File: src/rtl/multistage_slew_soft_clipper_assert.svh
// assertion macros used by the clipper sequencer
`ifndef MULTISTAGE_SLEW_SOFT_CLIPPER_ASSERT_SVH
`define MULTISTAGE_SLEW_SOFT_CLIPPER_ASSERT_SVH

// same-cycle implication, disabled in reset
`define MSC_ASSERT_IMP(lbl, clk, rstn, ante, cons, msg) \
    lbl: assert property (@(posedge clk) disable iff (!rstn) (ante) |-> (cons)) \
        else $error(msg);

// next-cycle implication, disabled in reset
`define MSC_ASSERT_NXT(lbl, clk, rstn, ante, cons, msg) \
    lbl: assert property (@(posedge clk) disable iff (!rstn) (ante) |=> (cons)) \
        else $error(msg);

`endif

File: src/rtl/msc_pkg.sv
// shared constants, operation codes and command type of the clipper
`timescale 1ns / 1ps
package msc_pkg;

    localparam int FRAC    = 20;
    localparam int Q_PHI   = 1696632;
    localparam int Q_HARD  = 648056;
    localparam int Q_SOFT  = 400520;
    localparam int Q_ONE   = 1048576;
    localparam int Q_FOUR  = 4194304;
    localparam int STORE_W = 24;

    localparam logic [3:0] OP_NONE  = 4'd0;
    localparam logic [3:0] OP_LOAD  = 4'd1;
    localparam logic [3:0] OP_PHI   = 4'd2;
    localparam logic [3:0] OP_GAIN  = 4'd3;
    localparam logic [3:0] OP_CLAMP = 4'd4;
    localparam logic [3:0] OP_P1    = 4'd5;
    localparam logic [3:0] OP_P2    = 4'd6;
    localparam logic [3:0] OP_N1    = 4'd7;
    localparam logic [3:0] OP_N2    = 4'd8;
    localparam logic [3:0] OP_FIN1  = 4'd9;
    localparam logic [3:0] OP_FIN2  = 4'd10;
    localparam logic [3:0] OP_OUT   = 4'd11;

    localparam logic [2:0] REG_STAGE_GAIN = 3'd0;
    localparam logic [2:0] REG_GAIN_RECIP = 3'd1;
    localparam logic [2:0] REG_CEILING    = 3'd2;
    localparam logic [2:0] REG_CLIP_MODE  = 3'd3;
    localparam logic [2:0] REG_SPACING    = 3'd4;

    localparam logic [3:0] MODE_GAIN_MATCH = 4'd2;
    localparam logic [3:0] MODE_OVERSHOOT  = 4'd3;
    localparam logic [3:0] MODE_MAX        = 4'd8;

    typedef struct packed {
        logic [3:0] op;
        logic       ch;
    } msc_cmd_t;

endpackage

File: src/rtl/msc_ctrl.sv
// sequencer for channels, stages and stage steps
`timescale 1ns / 1ps
`include "multistage_slew_soft_clipper_assert.svh"
module msc_ctrl
    import msc_pkg::*;
#(
    parameter int STW = 3
)
(
    input  logic           clk,
    input  logic           rst_n,
    input  logic           in_valid,
    output logic           in_ready,
    output logic           out_valid,
    input  logic           out_ready,
    input  logic [STW-1:0] last_stage,
    output logic [STW-1:0] stg,
    output msc_cmd_t       cmd
);

    localparam logic [3:0] ST_IDLE  = 4'd0;
    localparam logic [3:0] ST_PHI   = 4'd1;
    localparam logic [3:0] ST_GAIN  = 4'd2;
    localparam logic [3:0] ST_CLAMP = 4'd3;
    localparam logic [3:0] ST_P1    = 4'd4;
    localparam logic [3:0] ST_P2    = 4'd5;
    localparam logic [3:0] ST_N1    = 4'd6;
    localparam logic [3:0] ST_N2    = 4'd7;
    localparam logic [3:0] ST_FIN1  = 4'd8;
    localparam logic [3:0] ST_FIN2  = 4'd9;
    localparam logic [3:0] ST_OUT   = 4'd10;

    logic [3:0]     state_reg, state_next;
    logic           ch_reg, ch_next;
    logic [STW-1:0] stg_reg, stg_next;
    logic           out_valid_reg, out_valid_next;

    always_comb
    begin
        state_next     = state_reg;
        ch_next        = ch_reg;
        stg_next       = stg_reg;
        out_valid_next = out_valid_reg && !out_ready;
        cmd.op         = OP_NONE;
        cmd.ch         = ch_reg;
        unique case (state_reg)
            ST_IDLE:
            begin
                if (in_valid)
                begin
                    cmd.op     = OP_LOAD;
                    ch_next    = 1'b0;
                    state_next = ST_PHI;
                end
            end
            ST_PHI:
            begin
                cmd.op     = OP_PHI;
                stg_next   = '0;
                state_next = ST_GAIN;
            end
            ST_GAIN:
            begin
                cmd.op     = OP_GAIN;
                state_next = ST_CLAMP;
            end
            ST_CLAMP:
            begin
                cmd.op     = OP_CLAMP;
                state_next = ST_P1;
            end
            ST_P1:
            begin
                cmd.op     = OP_P1;
                state_next = ST_P2;
            end
            ST_P2:
            begin
                cmd.op     = OP_P2;
                state_next = ST_N1;
            end
            ST_N1:
            begin
                cmd.op     = OP_N1;
                state_next = ST_N2;
            end
            ST_N2:
            begin
                cmd.op = OP_N2;
                if (stg_reg == last_stage)
                begin
                    state_next = ST_FIN1;
                end
                else
                begin
                    stg_next   = stg_reg + 1'b1;
                    state_next = ST_GAIN;
                end
            end
            ST_FIN1:
            begin
                cmd.op     = OP_FIN1;
                state_next = ST_FIN2;
            end
            ST_FIN2:
            begin
                cmd.op = OP_FIN2;
                if (!ch_reg)
                begin
                    ch_next    = 1'b1;
                    state_next = ST_PHI;
                end
                else
                begin
                    state_next = ST_OUT;
                end
            end
            ST_OUT:
            begin
                if (!out_valid_reg || out_ready)
                begin
                    cmd.op         = OP_OUT;
                    out_valid_next = 1'b1;
                    state_next     = ST_IDLE;
                end
            end
            default:
            begin
                state_next = ST_IDLE;
            end
        endcase
    end

    always_ff @(posedge clk or negedge rst_n)
    begin
        if (!rst_n)
        begin
            state_reg     <= ST_IDLE;
            ch_reg        <= 1'b0;
            stg_reg       <= '0;
            out_valid_reg <= 1'b0;
        end
        else
        begin
            state_reg     <= state_next;
            ch_reg        <= ch_next;
            stg_reg       <= stg_next;
            out_valid_reg <= out_valid_next;
        end
    end

    assign in_ready  = (state_reg == ST_IDLE);
    assign out_valid = out_valid_reg;
    assign stg       = stg_reg;

    `MSC_ASSERT_NXT(a_accept_starts, clk, rst_n, in_valid && in_ready, state_reg == ST_PHI && !ch_reg, "transaction did not start left channel")
    `MSC_ASSERT_NXT(a_last_stage_ends, clk, rst_n, state_reg == ST_N2 && stg_reg == last_stage, state_reg == ST_FIN1, "stage loop overran")
    `MSC_ASSERT_IMP(a_stage_bound, clk, rst_n, state_reg != ST_IDLE && state_reg != ST_PHI, stg_reg <= last_stage, "stage index out of range")
    `MSC_ASSERT_NXT(a_result_loaded, clk, rst_n, state_reg == ST_OUT && (!out_valid_reg || out_ready), out_valid_reg && state_reg == ST_IDLE, "result not presented")

endmodule

File: config.mk
export PLATFORM = sky130hd
export DESIGN_NAME = msc_ctrl
export DESIGN_NICKNAME = d
export VERILOG_FILES = /design/src/rtl/msc_pkg.sv /design/src/rtl/msc_ctrl.sv
export VERILOG_INCLUDE_DIRS = /design/src /design/src/rtl
export SDC_FILE = /design/constraint.sdc
export NUM_CORES = 1
export LEC_CHECK = 0
export BUFFER_PORTS_ARGS = -buffer_cell sky130_fd_sc_hd__clkbuf_2
export CELL_PAD_IN_SITES_DETAIL_PLACEMENT = 2
export CELL_PAD_IN_SITES_GLOBAL_PLACEMENT = 2
export CORE_MARGIN = 8
export CORE_UTILIZATION = 31
export CTS_BUF_LIST = sky130_fd_sc_hd__clkbuf_4
export CTS_CLUSTER_DIAMETER = 60
export CTS_CLUSTER_SIZE = 10
export DETAILED_ROUTE_END_ITERATION = 16
export GPL_TIMING_DRIVEN = 0
export PLACE_DENSITY_LB_ADDON = 0.1
export SLEW_MARGIN = 0
export SYNTH_ARGS = -nofsm -noshare
export SYNTH_HDL_FRONTEND = slang
export SYNTH_SLANG_ARGS = --single-unit
File: constraint.sdc
create_clock -name clk -period 1.5 [get_ports clk]
set_input_delay 0.225 -clock clk [delete_from_list [all_inputs] [get_ports clk]]
set_output_delay 0.225 -clock clk [all_outputs]
set_load 0.01 [all_outputs]
==> impl_metrics.py <==
metrics = {
    "yosys": {
        "synth_top_cell_by_area": "dfrtp_1",
        "yosysUniqueCellTypes": 31,
        "syn-num-nets": 74,
        "synthTopCellsByArea": "dfrtp_1 (36%), xnor2_1 (5.7%), mux2i_1 (4.8%), buf_6 (3.6%), nor2_1 (3.6%)",
        "yosysMostFrequentCell": "dfrtp_1",
        "synth_top_area_share": 0.3636,
        "synth_seq_cells": 9,
        "async_flop_share": 1.000,
        "synthAdderAreaFrac": 0.02020,
        "synth_compound_area_frac": 0.1960,
        "synth-simple-area-share": 0.2263,
        "netlist_area_sq_um": 619.3,
        "synth_top_family_by_area": "simple AND/OR/NAND/NOR gates",
        "synth_commonest_cells": "dfrtp_1 (9), nor2_1 (6), nand2_1 (5), inv_1 (4), xnor2_1 (4)",
        "synth_area_per_cell_sq_um": 9.384,
        "synth-main-ff-cell": "dfrtp_1",
        "ys_warn_count": 0,
        "synth_mux_area_frac": 0.04848,
        "synth_edf_count": 0,
        "synth-xor-area-share": 0.05657,
        "yosysSeqAreaShare": 0.3636,
        "syn_inst": 66,
    },
    "pwr": {
        "swShare": 0.4616,
        "p_seq_frac": 0.210,
        "clkPwrFrac": 0.120,
        "finalPower_mw": 1.953,
        "p_sw_mw": 0.9013,
        "pwr-share-comb": 0.670,
        "irDropWorstVdd_uv": 803.0,
        "p_int_mw": 1.051,
        "cellPowerDensity_nw_per_um2": 2064,
        "p_leak_nw": 0.4353,
    },
    "timing": {
        "tightest_slew_ps": 426.5,
        "hold_viol_final": 0,
        "setup_viol": 6,
        "maxSlewHeadroom": 0.7137,
        "grt_setup_unrepaired": "true",
        "timing.final.ws_setup_ps": -81.62,
        "clock_skew_ps": 2.196,
        "period_share": 1.054,
        "maxSlewViolCount": 0,
        "fmax_mhz": 632.3,
        "period_needed_ps": 1582,
    },
    "clock_tree": {
        "cts_buffers": 3,
        "clkLatencyLatePin_ps": 280,
        "cts.sinks": 9,
        "clock-root-buffer": "clkbuf_4",
        "cts-htree-levels": 1,
        "clock_path_buffers": 2,
        "clk_pin_slew_ps": 70,
        "cts_tree": "built",
    },
    "cells_and_area": {
        "fillCellCount": 218,
        "antennaDiodeCount": 0,
        "final_nets": 109,
        "area_growth_pct": 52.73,
        "final_area_sq_um": 945.9,
        "drive_above_1_share": 0.5500,
        "largest_reg_flops": 4,
        "fin_cells": 127,
        "multi_input_area_sq_um": 399.1,
        "ff_latch_area_sq_um": 226.5,
    },
    "route": {
        "first_pass_iters": 3,
        "drt_iter0_markers": 5,
        "wl_per_cell_microns": 19.42,
        "wirelength_microns": 2466,
        "viasPerCell": 5.157,
        "via_count": 655,
        "drc_errors": 0,
        "ant_nets": 0,
    },
    "global_routing": {
        "grt_pass1_vias": 681,
        "grt_max_degree": 11,
        "grtUsageMet3": 0.03178,
        "grt_pass1_wl_microns": 3567,
        "grt.total_usage": 0.1368,
        "overflow": 0,
        "use_met1": 0.1614,
        "grt-busiest-layer": "met2",
        "antenna_found_initial": 0,
        "grt_use_met2": 0.2066,
    },
    "critical_path": {
        "crit_path_start_kind": "register",
        "worst_setup_path_end_kind": "primary output",
        "cp.arrival_ps": 1360,
        "crit_type": "reg -> out",
        "worst_ep_required_time_ps": 1270,
        "path_max_fanout": 5,
    },
    "die": {
        "start_util": 0.3223,
        "die_h_microns": 60.70,
        "ios": 17,
        "rows": 16,
        "fp.dieW_microns": 60.70,
        "die_area_sq_um": 3684,
        "core_area_sq_um": 1922,
    },
    "placed_design": {
        "dp_slack_ps": 74.44,
        "port_buffers": 16,
        "dp_hpwl_microns": 1377,
        "dp_cells": 109,
        "placed_area_sq_um": 733.2,
        "gp_congestion": 0.7263,
    },
    "status": {
        "violations": "negative setup slack",
        "outcome": "finished with violations",
    },
    "flow_run": {
        "drv_cap": 0,
    },
    "min_path": {
        "hold_path_class": "in -> async",
    },
}
-- per-stage QoR --
step / hold WS, ps / TNS, ps / util
after CTS: 346.5 / -142.7 / 0.4590
after floorplan: -70.59 / 0 / -
after detailed placement: 109.3 / 0 / 0.3815
final: 339.9 / -285.7 / 0.4922
after global routing: 373.8 / -517.3 / 0.4922
after global placement: 100.8 / 0 / 0.3815
-- cells in the final DEF (no fill, tap or decap), types with 2 or more instances in the layout --
master     n
buf_4     13
clkbuf_2  12
dfrtp_1    8
nor2_1     6
buf_2      5
buf_6      4
clkbuf_4   4
a21oi_1    3
nand2_1    3
xnor2_1    3
mux2i_1    3
nand2_2    2
inv_1      2
a221oi_1   2
-- cells by family after synthesis --
logic type      count (synthesis)
simple gates                   23
compound gates                 17
buf+inv                         9
flops                           9
xor+xnor                        4
mux                             3
fa+ha+maj                       1
-- worst max-delay path, stage by stage (launching register included) --
cell      delay (ps)
dfrtp_1          420
buf_6            150
a21o_2           190
a211oi_2         160
buf_2            160
-- path summary, 6_finish.rpt --
path | from | end | slack [ps] | cells after the start
max reg2reg | state_reg[2] | ch_reg | 0 | 5
min reg2reg | stg[2] | stg[2] | 520 | 1
min | rst_n | state_reg[3] | 340 | 2
min in group clk | in_valid | state_reg[0] | 350 | 3
max in group asynchronous | rst_n | state_reg[3] | 940 | 2
max | state_reg[1] | cmd[1] | -80 | 4
-- power by group through the flow --
stage / clock [mW] / sequential (mW) / combinational [mW]
after detailed placement: 0 / 0.416 / 0.942
after global routing: 0.241 / 0.422 / 1.41
final: 0.234 / 0.410 / 1.31
after CTS: 0.226 / 0.402 / 1.17
after floorplan: 0 / 0.411 / 0.649
after global placement: 0 / 0.414 / 0.919
-- metal layers --
layer | vias up | wire, microns
met5 | - | 0
met4 | 0 | 70
met3 | 5 | 87
met2 | 15 | 1193
met1 | 326 | 1115
li1 | 309 | -
-- timing repair --
action | in CTS | in global routing
hold endpoints to repair | 9 | 0
pin swaps | 3 | 3
cloned | 1 | 1
setup buffers | 6 | 5
hold buffers | 1 | 0
setup endpoints to repair | 5 | 8
resized for setup | 15 | 10
-- layout make-up --
cell class | instances | share of cell area
inverter | 4 | 0.01984
buffer | 5 | 0.05556
sequential | 9 | 0.2394
multi-input combinational | 48 | 0.4220
tap | 27 | 0.03571
clock buffer | 4 | 0.03175
timing repair buffer | 30 | 0.1958
(Power assumes the default switching activity.)
